**src/sv/bpe_pkg.sv**
```systemverilog
// Shared constants, payload types, controller commands and helpers for the Bezier patch evaluator.
package bpe_pkg;

    localparam int MAX_ORDER     = 4;
    localparam int MIN_ORDER     = 2;
    localparam int DEFAULT_ORDER = 4;
    localparam int GRID_DEPTH    = MAX_ORDER * MAX_ORDER;
    localparam int ADDR_W        = $clog2(GRID_DEPTH);
    localparam int IDX_W         = $clog2(MAX_ORDER);
    localparam int ORD_W         = $clog2(MAX_ORDER + 1);

    localparam int COORD_W  = 32;
    localparam int FRAC_W   = 16;
    localparam int PARAM_W  = 17;
    localparam int FIELD_W  = 2;
    localparam int NUM_AXES = 3;
    localparam int AX_X     = 0;
    localparam int AX_Y     = 1;
    localparam int AX_Z     = 2;

    localparam int CFG_IDX_W  = 2;
    localparam int CFG_DATA_W = 8;
    localparam int CFG_REG_W  = 3;

    localparam logic [PARAM_W-1:0]   ONE_Q16  = PARAM_W'(1 << FRAC_W);
    localparam logic [CFG_IDX_W-1:0] CFG_ROWS = CFG_IDX_W'(0);
    localparam logic [CFG_IDX_W-1:0] CFG_COLS = CFG_IDX_W'(1);
    localparam logic                 OP_LOAD  = 1'b0;
    localparam logic                 OP_EVAL  = 1'b1;

    typedef logic signed [COORD_W-1:0] coord_t;
    typedef coord_t [NUM_AXES-1:0]     point_t;

    typedef struct packed {
        logic                      op;
        logic [FIELD_W-1:0]        row_index;
        logic [FIELD_W-1:0]        col_index;
        logic signed [COORD_W-1:0] point_x;
        logic signed [COORD_W-1:0] point_y;
        logic signed [COORD_W-1:0] point_z;
        logic [PARAM_W-1:0]        param_u;
        logic [PARAM_W-1:0]        param_v;
    } in_item_t;

    typedef struct packed {
        logic signed [COORD_W-1:0] surf_x;
        logic signed [COORD_W-1:0] surf_y;
        logic signed [COORD_W-1:0] surf_z;
    } out_item_t;

    typedef enum logic [3:0] {
        ST_IDLE,
        ST_READ,
        ST_FILL,
        ST_REDUCE,
        ST_BUBBLE,
        ST_DRAIN,
        ST_SAVE,
        ST_VLOAD,
        ST_DONE
    } ctrl_state_t;

    typedef struct packed {
        logic              store_wr;
        logic              param_load;
        logic              rd_en;
        logic [ADDR_W-1:0] rd_addr;
        logic [IDX_W-1:0]  rd_col;
        logic              mul_en;
        logic [IDX_W-1:0]  mul_idx;
        logic              use_v;
        logic              row_save;
        logic [IDX_W-1:0]  row_sel;
        logic              v_load;
        logic              out_load;
    } dp_cmd_t;

    function automatic logic [ORD_W-1:0] clamp_order(input logic [CFG_REG_W-1:0] n);
        logic [ORD_W-1:0] r;
        if (int'(n) < MIN_ORDER)
            r = ORD_W'(MIN_ORDER);
        else if (int'(n) > MAX_ORDER)
            r = ORD_W'(MAX_ORDER);
        else
            r = ORD_W'(n);
        return r;
    endfunction

    function automatic logic [ADDR_W-1:0] grid_addr(input logic [IDX_W-1:0] row,
                                                    input logic [IDX_W-1:0] col);
        return ADDR_W'(int'(row) * MAX_ORDER + int'(col));
    endfunction

endpackage

```
**src/sv/bpe_ctrl.sv**
```systemverilog
// Sequencing controller: config registers, handshakes and the de Casteljau schedule.
module bpe_ctrl (
    input  logic                            clk,
    input  logic                            rst_n,
    input  logic                            in_valid,
    output logic                            in_stall,
    input  logic                            in_op,
    output logic                            out_valid,
    input  logic                            out_stall,
    input  logic                            cfg_valid,
    output logic                            cfg_ready,
    input  logic [bpe_pkg::CFG_IDX_W-1:0]   cfg_index,
    input  logic [bpe_pkg::CFG_DATA_W-1:0]  cfg_data,
    output bpe_pkg::dp_cmd_t                cmd
);
    import bpe_pkg::*;

    ctrl_state_t          state_reg, state_next;
    logic [CFG_REG_W-1:0] rows_cfg_reg, rows_cfg_next;
    logic [CFG_REG_W-1:0] cols_cfg_reg, cols_cfg_next;
    logic [IDX_W-1:0]     row_reg, row_next;
    logic [IDX_W-1:0]     col_reg, col_next;
    logic [IDX_W-1:0]     level_reg, level_next;
    logic [IDX_W-1:0]     idx_reg, idx_next;
    logic                 phase_v_reg, phase_v_next;
    logic                 out_valid_reg, out_valid_next;

    logic [ORD_W-1:0]     rows_n, cols_n;
    logic [IDX_W-1:0]     rows_last, cols_last;
    logic [IDX_W-1:0]     level_last;
    logic                 out_free;

    assign rows_n     = clamp_order(rows_cfg_reg);
    assign cols_n     = clamp_order(cols_cfg_reg);
    assign rows_last  = IDX_W'(rows_n - ORD_W'(1));
    assign cols_last  = IDX_W'(cols_n - ORD_W'(1));
    assign level_last = level_reg - IDX_W'(1);
    assign out_free   = !out_valid_reg || !out_stall;

    assign in_stall  = (state_reg != ST_IDLE);
    assign cfg_ready = 1'b1;
    assign out_valid = out_valid_reg;

    always_comb
    begin
        state_next = state_reg;
        case (state_reg)
            ST_IDLE:
            begin
                if (in_valid && in_op == OP_EVAL)
                    state_next = ST_READ;
            end
            ST_READ:
            begin
                if (col_reg == cols_last)
                    state_next = ST_FILL;
            end
            ST_FILL:
            begin
                state_next = ST_REDUCE;
            end
            ST_REDUCE:
            begin
                if (idx_reg == level_last)
                begin
                    if (level_reg == IDX_W'(1))
                        state_next = ST_DRAIN;
                    else if (level_reg == IDX_W'(2))
                        state_next = ST_BUBBLE;
                end
            end
            ST_BUBBLE:
            begin
                state_next = ST_REDUCE;
            end
            ST_DRAIN:
            begin
                state_next = phase_v_reg ? ST_DONE : ST_SAVE;
            end
            ST_SAVE:
            begin
                state_next = (row_reg == rows_last) ? ST_VLOAD : ST_READ;
            end
            ST_VLOAD:
            begin
                state_next = ST_REDUCE;
            end
            ST_DONE:
            begin
                if (out_free)
                    state_next = ST_IDLE;
            end
            default:
            begin
                state_next = ST_IDLE;
            end
        endcase
    end

    always_comb
    begin
        cmd          = '0;
        cmd.use_v    = phase_v_reg;
        cmd.rd_addr  = grid_addr(row_reg, col_reg);
        cmd.rd_col   = col_reg;
        cmd.mul_idx  = idx_reg;
        cmd.row_sel  = row_reg;
        case (state_reg)
            ST_IDLE:
            begin
                cmd.store_wr   = in_valid && in_op == OP_LOAD;
                cmd.param_load = in_valid && in_op == OP_EVAL;
            end
            ST_READ:   cmd.rd_en    = 1'b1;
            ST_REDUCE: cmd.mul_en   = 1'b1;
            ST_SAVE:   cmd.row_save = 1'b1;
            ST_VLOAD:  cmd.v_load   = 1'b1;
            ST_DONE:   cmd.out_load = out_free;
            default:   cmd.mul_en   = 1'b0;
        endcase
    end

    always_comb
    begin
        rows_cfg_next  = rows_cfg_reg;
        cols_cfg_next  = cols_cfg_reg;
        row_next       = row_reg;
        col_next       = col_reg;
        level_next     = level_reg;
        idx_next       = idx_reg;
        phase_v_next   = phase_v_reg;
        out_valid_next = out_valid_reg && out_stall;

        if (cfg_valid && cfg_ready)
        begin
            case (cfg_index)
                CFG_ROWS: rows_cfg_next = cfg_data[CFG_REG_W-1:0];
                CFG_COLS: cols_cfg_next = cfg_data[CFG_REG_W-1:0];
                default:  rows_cfg_next = rows_cfg_reg;
            endcase
        end

        case (state_reg)
            ST_IDLE:
            begin
                if (in_valid && in_op == OP_EVAL)
                begin
                    row_next     = '0;
                    col_next     = '0;
                    phase_v_next = 1'b0;
                end
            end
            ST_READ:
            begin
                if (col_reg == cols_last)
                begin
                    col_next   = '0;
                    level_next = cols_last;
                    idx_next   = '0;
                end
                else
                begin
                    col_next = col_reg + IDX_W'(1);
                end
            end
            ST_REDUCE:
            begin
                if (idx_reg == level_last)
                begin
                    idx_next   = '0;
                    level_next = level_last;
                end
                else
                begin
                    idx_next = idx_reg + IDX_W'(1);
                end
            end
            ST_SAVE:
            begin
                row_next = row_reg + IDX_W'(1);
                col_next = '0;
            end
            ST_VLOAD:
            begin
                level_next   = rows_last;
                idx_next     = '0;
                phase_v_next = 1'b1;
            end
            ST_DONE:
            begin
                if (out_free)
                    out_valid_next = 1'b1;
            end
            default:
            begin
                idx_next = idx_reg;
            end
        endcase
    end

    always_ff @(posedge clk or negedge rst_n)
    begin
        if (!rst_n)
        begin
            state_reg     <= ST_IDLE;
            rows_cfg_reg  <= CFG_REG_W'(DEFAULT_ORDER);
            cols_cfg_reg  <= CFG_REG_W'(DEFAULT_ORDER);
            row_reg       <= '0;
            col_reg       <= '0;
            level_reg     <= '0;
            idx_reg       <= '0;
            phase_v_reg   <= 1'b0;
            out_valid_reg <= 1'b0;
        end
        else
        begin
            state_reg     <= state_next;
            rows_cfg_reg  <= rows_cfg_next;
            cols_cfg_reg  <= cols_cfg_next;
            row_reg       <= row_next;
            col_reg       <= col_next;
            level_reg     <= level_next;
            idx_reg       <= idx_next;
            phase_v_reg   <= phase_v_next;
            out_valid_reg <= out_valid_next;
        end
    end

    a_done_exit: assert property (@(posedge clk) disable iff (!rst_n)
        (state_reg == ST_DONE && out_free) |=> (state_reg == ST_IDLE && out_valid_reg))
        else $error("result not presented on leaving final state");

    a_reduce_idx: assert property (@(posedge clk) disable iff (!rst_n)
        (state_reg == ST_REDUCE) |-> (idx_reg < level_reg))
        else $error("lerp index beyond current level");

    a_eval_start: assert property (@(posedge clk) disable iff (!rst_n)
        (state_reg == ST_IDLE && in_valid && in_op == OP_EVAL)
        |=> (state_reg == ST_READ && row_reg == '0 && col_reg == '0))
        else $error("evaluation did not start at first row");

    a_read_range: assert property (@(posedge clk) disable iff (!rst_n)
        (state_reg == ST_READ) |-> (col_reg <= cols_last && row_reg <= rows_last))
        else $error("control point read outside patch");

endmodule

```
**config.mk**
```make
export PLATFORM = sky130hd
export DESIGN_NAME = bpe_ctrl
export DESIGN_NICKNAME = d
export VERILOG_FILES = /design/src/sv/bpe_pkg.sv /design/src/sv/bpe_ctrl.sv
export SDC_FILE = /design/constraint.sdc
export NUM_CORES = 1
export LEC_CHECK = 0
export BUFFER_PORTS_ARGS = -buffer_cell sky130_fd_sc_hd__buf_2
export CAP_MARGIN = 20
export CORE_MARGIN = 4
export CORE_UTILIZATION = 54
export DETAILED_ROUTE_END_ITERATION = 8
export HOLD_SLACK_MARGIN = 0.02
export PLACE_DENSITY_LB_ADDON = 0.12
export SETUP_SLACK_MARGIN = 0.5
export SYNTH_ARGS = -nofsm -noshare
export SYNTH_HDL_FRONTEND = slang
export SYNTH_SLANG_ARGS = --single-unit
```
**constraint.sdc**
```tcl
create_clock -name clk -period 5.55 [get_ports clk]
set_clock_uncertainty 0.15 [all_clocks]
set_input_delay 0 -clock clk [delete_from_list [all_inputs] [get_ports clk]]
set_output_delay 0 -clock clk [all_outputs]
set_load 0.03 [all_outputs]
```
==> run_results.csv, run 1 <==
group,metric,value,unit
synthesis,synth_area,1220,um2
job,cap_violations,0,
synthesis,syn_inst,129,
synthesis,yosysTopAreaCell,"dfrtp_1",
global_route,gr-total-overflow,0,
finish,drive_gt1_frac,0.302,
floorplan,core,2060,um2
route,ant_nets,0,
clock_tree,path_clk_slew,0.11,ns
clock_tree,cts_resized,0,
critical_path,worstPathMaxFanout,11,
timing,max_freq,465,MHz
synthesis,postSynthAreaPerCell,9.47,um2
synthesis,yosys-top-cells-area,"dfrtp_1, mux2_2, o21ai_0",
worst_hold_path,whs_endpoint,"out_valid",
status,status,"finished, final reports clean",
route,vias,1049,
route,drt_iter0_markers,26,
global_route,grt_pass1_wl,4620,um
timing,min_period_over_period,0.388,
finish,num-nets-final,187,
pwr,finalPower,0.838,mW
floorplan,die_h,55.6,um
critical_path,start_kind,"flip-flop",
critical_path,r2r_cells,4,
global_route,grt_pass1_vias,1056,
route,drt-pass1-iter-count,4,
synthesis,yosys_warnings,0,
synthesis,synth_seq_area_share,0.412,
finish,fin_cells,196,
critical_path,worst_ep_arrival_time,2.20,ns
timing,setup_viol_count_final,0,
timing,report.final.slew_viol_count,0,
worst_hold_path,holdCritStartpoint,"out_stall",
finish,num-fill-cells,142,
route,viasPerCell,5.35,
clock_tree,cts_num_sinks,20,
clock_tree,clock_latency,0.30,ns
synthesis,yosys_most_used_dff,"dfrtp_1",
finish,area_growth,26.6,%
route,wl_per_cell,13.4,um
timing,fin_tns_setup,0,ns
placed_design,gp_congestion,0.861,
placed_design,dpl.cell_count,175,
critical_path,worstPathCellList,"or4b_4 > o31a_1 > nor2_2 > mux2_2",
pwr,p_leak,0.739,nW
global_route,track_usage,0.184,
route,drc_errors,0,
critical_path,cp_slowest_cell,"or4b_4",
critical_path,crit-reg2reg-launch,"state_reg[0]",
finish,largest_reg_flops,4,
floorplan,dieArea,3090,um2
floorplan,rows,16,
pwr,p_per_area,542,nW/um2
worst_hold_path,hold_path.class,"input port to flip-flop",
worst_hold_path,holdPathStages,4,
floorplan,start_util,0.592,
synthesis,synth_nets,146,
clock_tree,cts.htree.levels,1,
pwr,vdd.ir_drop.worst,0.339,mV
critical_path,worstPathRequired,5.60,ns
floorplan,boundaryPins,37,
clock_tree,clock_path_buffers,2,
clock_tree,cts-buffers-inserted,3,
synthesis,ys_types,40,
synthesis,synth_enable_flop_cells,0,
floorplan,die_w,55.6,um
placed_design,hpwlAfterDp,1810,um
critical_path,rrSetupSlack,3.40,ns
critical_path,max_stage_delay,0.55,ns
timing,fin_hold_ws,0.310,ns
timing,rsz0062_at_grt,"false",
synthesis,synth_top_area_frac,0.369,
global_route,grt_max_degree,13,
critical_path,reg2reg_to,"level_reg[1]",
timing,hold_viol,0,
route,routed_wl,2630,um
timing,period_minus_slack,2.15,ns
placed_design,io_buffers,30,
finish,antenna_cells,0,
clock_tree,cts_tree,"built",
synthesis,synth-seq-cells,20,
global_route,antenna_found_initial,0,
critical_path,critPathCaptureType,"flip-flop",
clock_tree,cts_root_buffer,"clkbuf_4",
critical_path,crit_type,"flip-flop to flip-flop",
synthesis,async_flop_share,1.00,
[stage by stage]
step / area (um2) / setup slack, ns / utilization
finish: 1550 / 3.40 / 0.750
CTS: 1550 / 3.40 / 0.750
global placement: 1320 / 3.44 / 0.642
global route: 1550 / 3.31 / 0.750
floorplan: 1220 / 3.25 / -
detailed placement: 1320 / 3.41 / 0.642
[per-layer routing]
layer  wire length, um  global-route usage
met5                 0                   0
met4                26              0.0625
met3               152              0.0256
met2              1310               0.319
met1              1140               0.234
[Yosys cell counts, types with 2 or more instances]
master,n
a21o_1,2
a21oi_1,5
buf_2,2
buf_4,8
dfrtp_1,18
dfstp_2,2
inv_1,6
mux2_2,10
nand2_1,11
nand2b_1,2
nand3_1,3
nand3b_1,3
nor2_1,7
nor2b_1,3
nor3b_1,2
o21a_1,2
o21ai_0,17
or2b_1,2
xnor2_1,2
xor2_1,2
[report_power, final]
part | switching (mW) | internal [mW]
Clock | 0.0473 | 0.0730
Combinational | 0.260 | 0.191
Sequential | 0.0682 | 0.198
Total | 0.375 | 0.463
[how the worst max path moves through the flow]
stage | depth (start not counted) | from | slack [ns] | endpoint
after floorplan | 7 | state_reg[2] | 3.25 | col_reg[1]
after global placement | 4 | state_reg[0] | 3.44 | level_reg[1]
after detailed placement | 4 | state_reg[0] | 3.41 | level_reg[1]
after CTS | 4 | state_reg[0] | 3.40 | level_reg[1]
after global routing | 4 | state_reg[0] | 3.31 | level_reg[1]
final | 4 | state_reg[0] | 3.40 | level_reg[1]
[logic make-up (layout without fill, tap and decap cells)]
family / after synthesis / in the layout / synth area share
xor gates and xnor gates: 4 / 4 / 0.0287
AOI/OAI and AO/OA: 34 / 34 / 0.167
buffers and inverters: 17 / 57 / 0.0850
and+or+nand+nor: 42 / 42 / 0.202
adders and majority gates: 1 / 1 / 0.0102
muxes: 10 / 10 / 0.0922
other: 1 / 1 / 0.00307
DFF: 20 / 20 / 0.412
[cell usage in the layout, fill, tap and decap left out, types with 3 or more instances in the layout]
cell type       n
mux2_2         10
dlygate4sd3_1  17
nand3_1         3
a21oi_1         5
nand3b_1        3
nor2_1          7
dfrtp_1        18
nand2_1        11
inv_1           6
o21ai_0        17
clkbuf_4        3
nor2b_1         3
buf_2          30
[final cells by class]
cell class | instances | area, um2 | area share
clock inverter | 1 | 30.0 | 0.0194
clock buffer | 3 | 22.5 | 0.0146
tap | 27 | 33.8 | 0.0218
multi-input combinational | 92 | 614 | 0.397
inverter | 6 | 22.5 | 0.0146
sequential | 20 | 503 | 0.325
timing repair buffer | 47 | 320 | 0.207
[critical path: cells and delay by family, from the launching register on]
family           cells  cell delay [ns]
flip-flops           1             0.54
AO/OA/AOI/OAI        1             0.35
multiplexers         1             0.34
AND/OR/NAND/NOR      2             0.67
[what timing repair did]
action                     CTS  global route
hold buffers                17             0
hold endpoints to repair    30             0
setup buffers                0             0
setup endpoints to repair    0             0
No activity file was read; power rests on OpenSTA's default activity.
==> run 2: changes to the inputs <==
- CORE_ASPECT_RATIO: default -> 0.5
- CORE_UTILIZATION: 54 -> 45
- clock period: 5.55 -> 1.7 ns (I/O delays scaled with it)
==> run_results.csv, run 2 (synthesis results as in run 1) <==
group,metric,value,unit
critical_path,start_kind,"flip-flop",
critical_path,crit_type,"flip-flop to flip-flop",
clock_tree,cts_num_sinks,20,
placed_design,gp_congestion,0.811,
clock_tree,cts_root_buffer,"clkbuf_8",
critical_path,crit_start,"state_reg[2]",
floorplan,die_w,81.7,um
floorplan,start_util,0.472,
critical_path,r2r_cells,5,
finish,fin_cells,224,
route,ant_nets,0,
floorplan,dieArea,3660,um2
route,viasPerCell,5.04,
critical_path,reg2reg_to,"level_reg[1]",
route,routed_wl,3010,um
global_route,gr-total-overflow,0,
critical_path,worstPathMaxFanout,4,
finish,num-nets-final,205,
floorplan,die_h,44.8,um
critical_path,critPathCaptureType,"flip-flop",
route,drc_errors,0,
pwr,vdd.ir_drop.worst,1.04,mV
timing,report.final.slew_viol_count,0,
floorplan,boundaryPins,37,
placed_design,hpwlAfterDp,2240,um
job,cap_violations,0,
worst_hold_path,hold_path.class,"input port to flip-flop",
pwr,finalPower,3.46,mW
route,vias,1130,
global_route,grt_max_degree,21,
timing,rsz0062_at_grt,"true",
finish,antenna_cells,0,
worst_hold_path,holdCritStartpoint,"out_stall",
placed_design,dpl.cell_count,212,
finish,final_common_cell,"buf_4",
global_route,grt_pass1_wl,5150,um
timing,min_period_over_period,1.19,
finish,drive_gt1_frac,0.513,
placed_design,io_buffers,30,
global_route,grt_pass1_vias,1172,
finish,area_growth,50.6,%
placed_design,post-place-ws,-0.286,ns
timing,period_minus_slack,2.02,ns
finish,mostFrequentLayoutCells,"buf_4, buf_2, dfrtp_1, o21ai_0, nand2_1",
route,wl_per_cell,13.5,um
critical_path,endpoint,"level_reg[1]",
clock_tree,postCtsHoldBufs,7,
timing,setup_slack,-0.316,ns
route,drt_iter0_markers,65,
critical_path,crit-reg2reg-launch,"state_reg[2]",
global_route,antenna_found_initial,0,
status,violations,"hold timing, setup timing",
clock_tree,cts-buffers-inserted,3,
clock_tree,clock_path_buffers,2,
clock_tree,clock_latency,0.26,ns
finish,largest_reg_flops,4,
pwr,p_per_area,1880,nW/um2
floorplan,core,2590,um2
pwr,p_leak,0.884,nW
clock_tree,cts.htree.levels,1,
status,status,"complete, but fails checks",
timing,fin_hold_ws,-0.129,ns
critical_path,worst_ep_arrival_time,2.02,ns
timing,setup_viol_count_final,18,
clock_tree,path_clk_slew,0.08,ns
global_route,track_usage,0.185,
timing,max_freq,496,MHz
clock_tree,cts_tree,"built",
floorplan,rows,13,
critical_path,rrSetupSlack,-0.32,ns
critical_path,worstPathRequired,1.70,ns
route,drt-pass1-iter-count,4,
timing,hold_viol,4,
[run 2: area by class of cell]
class	instances	area, um2
Fill cell	210	747
Multi-Input combinational cell	92	716
Sequential cell	20	503
Timing Repair Buffer	65	480
Tap cell	37	46.3
Clock buffer	3	41.3
Clock inverter	1	30.0
Inverter	6	22.5
[run 2: metrics by stage]
| step | utilization | setup TNS, ns | cell area [um2] |
|---|---|---|---|
| global placement | 0.613 | -1.53 | 1590 |
| floorplan | - | -2.18 | 1270 |
| global route | 0.711 | -3.92 | 1840 |
| CTS | 0.699 | -2.98 | 1810 |
| detailed placement | 0.613 | -2.15 | 1590 |
| finish | 0.711 | -2.89 | 1840 |
[run 2: worst min-delay path by stage]
stage | to | slack (ns) | depth (start not counted)
2_1_floorplan | col_reg[0] | -0.45 | 0
3_5_place_dp | phase_v_reg | -0.16 | 1
5_1_grt | out_valid | -0.1 | 3
6_report | out_valid | -0.13 | 3
3_3_place_gp | phase_v_reg | -0.18 | 1
4_1_cts | out_valid | -0.13 | 3
[run 2: per-layer routing]
layer  global-route usage  up-vias  wire [um]
met4               0.0199        0          4
met2                0.340       29       1400
met1                0.231      531       1460
met3               0.0478        2        146
li1                     -      568          -
met5                    0        -          0
[run 2: where the power goes]
group,leakage (nW),total (mW),internal [mW],switching [mW]
sequential,0.245,0.791,0.650,0.141
clock,0.0357,0.482,0.314,0.168
combinational,0.603,2.19,1.04,1.15
total,0.884,3.46,2.00,1.46
[run 2: timing repair]
action / CTS / global route
buffers inserted: 2 / 1
setup endpoints to repair: 22 / 28
pin swaps: 3 / 3
gates resized for setup: 22 / 11
endpoints found under the hold margin: 27 / 4
[run 2: critical path, cell delays in order, from the launching register on]
cell,delay (ns)
dfrtp_1,0.42
or4b_4,0.55
o21a_1,0.20
o31a_1,0.11
nor2_2,0.13
mux2_2,0.34
==> run 3: changes to the inputs <==
- REMOVE_ABC_BUFFERS: default -> 1
==> run_results.csv, run 3 (synthesis results as in run 1) <==
group,metric,value,unit
status,status,"complete, but fails checks",
route,routed_wl,2930,um
route,viasPerCell,5.00,
floorplan,die_w,81.7,um
floorplan,start_util,0.472,
clock_tree,cts.htree.levels,1,
finish,final_core_util,0.663,
critical_path,critPathCaptureType,"flip-flop",
floorplan,core,2590,um2
critical_path,crit_type,"flip-flop to flip-flop",
finish,final_area,1710,um2
placed_design,dpl_cell_area,1520,um2
placed_design,dpl.cell_count,209,
finish,drive_gt1_frac,0.456,
placed_design,gp_congestion,0.807,
clock_tree,path_clk_slew,0.08,ns
pwr,vdd.ir_drop.worst,0.769,mV
global_route,antenna_found_initial,0,
timing,period_minus_slack,1.99,ns
critical_path,worstPathRequired,1.70,ns
finish,largest_reg_flops,4,
clock_tree,cts-buffers-inserted,3,
worst_hold_path,holdPathStages,3,
timing,rsz0062_at_grt,"true",
status,violations,"hold timing, setup timing",
timing,setup_slack,-0.292,ns
floorplan,rows,13,
critical_path,start_kind,"flip-flop",
clock_tree,cts_num_sinks,20,
finish,final_common_cell,"buf_4",
placed_design,io_buffers,30,
timing,max_freq,502,MHz
route,drt-pass1-iter-count,4,
critical_path,worst_ep_arrival_time,1.99,ns
pwr,finalPower,3.29,mW
critical_path,worstPathMaxFanout,6,
timing,hold_viol,4,
timing,min_period_over_period,1.17,
route,ant_nets,0,
placed_design,post-place-ws,-0.281,ns
placed_design,hpwlAfterDp,2210,um
timing,fin_tns_setup,-2.83,ns
clock_tree,clock_latency,0.26,ns
global_route,grt_pass1_vias,1001,
clock_tree,cts_tree,"built",
route,drt_iter0_markers,56,
clock_tree,clock_path_buffers,2,
global_route,grt_pass1_wl,4590,um
route,wl_per_cell,13.4,um
route,drc_errors,0,
finish,num-fill-cells,230,
timing,setup_viol_count_final,18,
floorplan,dieArea,3660,um2
route,vias,1094,
critical_path,r2r_cells,5,
finish,mostFrequentLayoutCells,"buf_4, buf_2, dfrtp_1, o21ai_0, nand2_1",
pwr,p_leak,0.825,nW
clock_tree,postCtsHoldBufs,5,
job,cap_violations,0,
finish,fin_cells,219,
pwr,p_per_area,1920,nW/um2
global_route,grt_max_degree,21,
finish,antenna_cells,0,
floorplan,boundaryPins,37,
global_route,track_usage,0.170,
timing,report.final.slew_viol_count,0,
worst_hold_path,hold_path.class,"input port to flip-flop",
floorplan,die_h,44.8,um
finish,num-nets-final,200,
timing,fin_hold_ws,-0.167,ns
global_route,gr-total-overflow,0,
finish,area_growth,40.4,%
clock_tree,cts_root_buffer,"clkbuf_8",
run 3: changes by cell type in the layout (fill, tap and decap cells not counted), sizes merged:
cell,change
buf,-5
run 3: path summary, 6_finish.rpt:
kind	start	endpoint	slack, ns
worst max-delay path	state_reg[1]	level_reg[1]	-0.29
worst min-delay path	out_stall	out_valid	-0.17
worst max register to register	state_reg[1]	level_reg[1]	-0.29
worst min register to register	cols_cfg_reg[1]	cols_cfg_reg[1]	0.36
max in group asynchronous	rst_n	rows_cfg_reg[2]	0.97
min in group asynchronous	rst_n	phase_v_reg	0.08
run 3: what timing repair did:
item | CTS | global route
setup buffers | 0 | 1
gates resized for setup | 23 | 0
setup endpoints to repair | 22 | 22
hold endpoints to repair | 28 | 4
cloned | 0 | 0
pin swaps | 3 | 1
run 3: final cells by class:
type,count,area (um2),share of cell area
well taps,37,46.3,0.0270
multi-input cells,92,647,0.377
inverters,6,22.5,0.0131
clock buffers,3,41.3,0.0241
clock inverters,1,30.0,0.0175
flip-flops and latches,20,503,0.293
repair buffers,60,424,0.247
run 3: metal layers:
| metal | wire [um] | vias to the layer above | global-route usage |
|---|---|---|---|
| met5 | 0 | - | 0 |
| met4 | 19 | 0 | 0.0497 |
| met3 | 146 | 2 | 0.0478 |
| met2 | 1380 | 27 | 0.288 |
| met1 | 1390 | 516 | 0.216 |
| li1 | - | 549 | - |
run 3: critical path, cell delays in order, from the launching register on:
cell and delay (ns):
dfrtp_1 0.44, or4b_4 0.52, o21a_1 0.20, o31a_1 0.12, nor2_2 0.12, mux2_2 0.34
run 3: power breakdown:
group | switching (mW) | internal [mW]
logic | 1.07 | 0.929
clock network | 0.166 | 0.314
registers | 0.155 | 0.649
total | 1.39 | 1.89
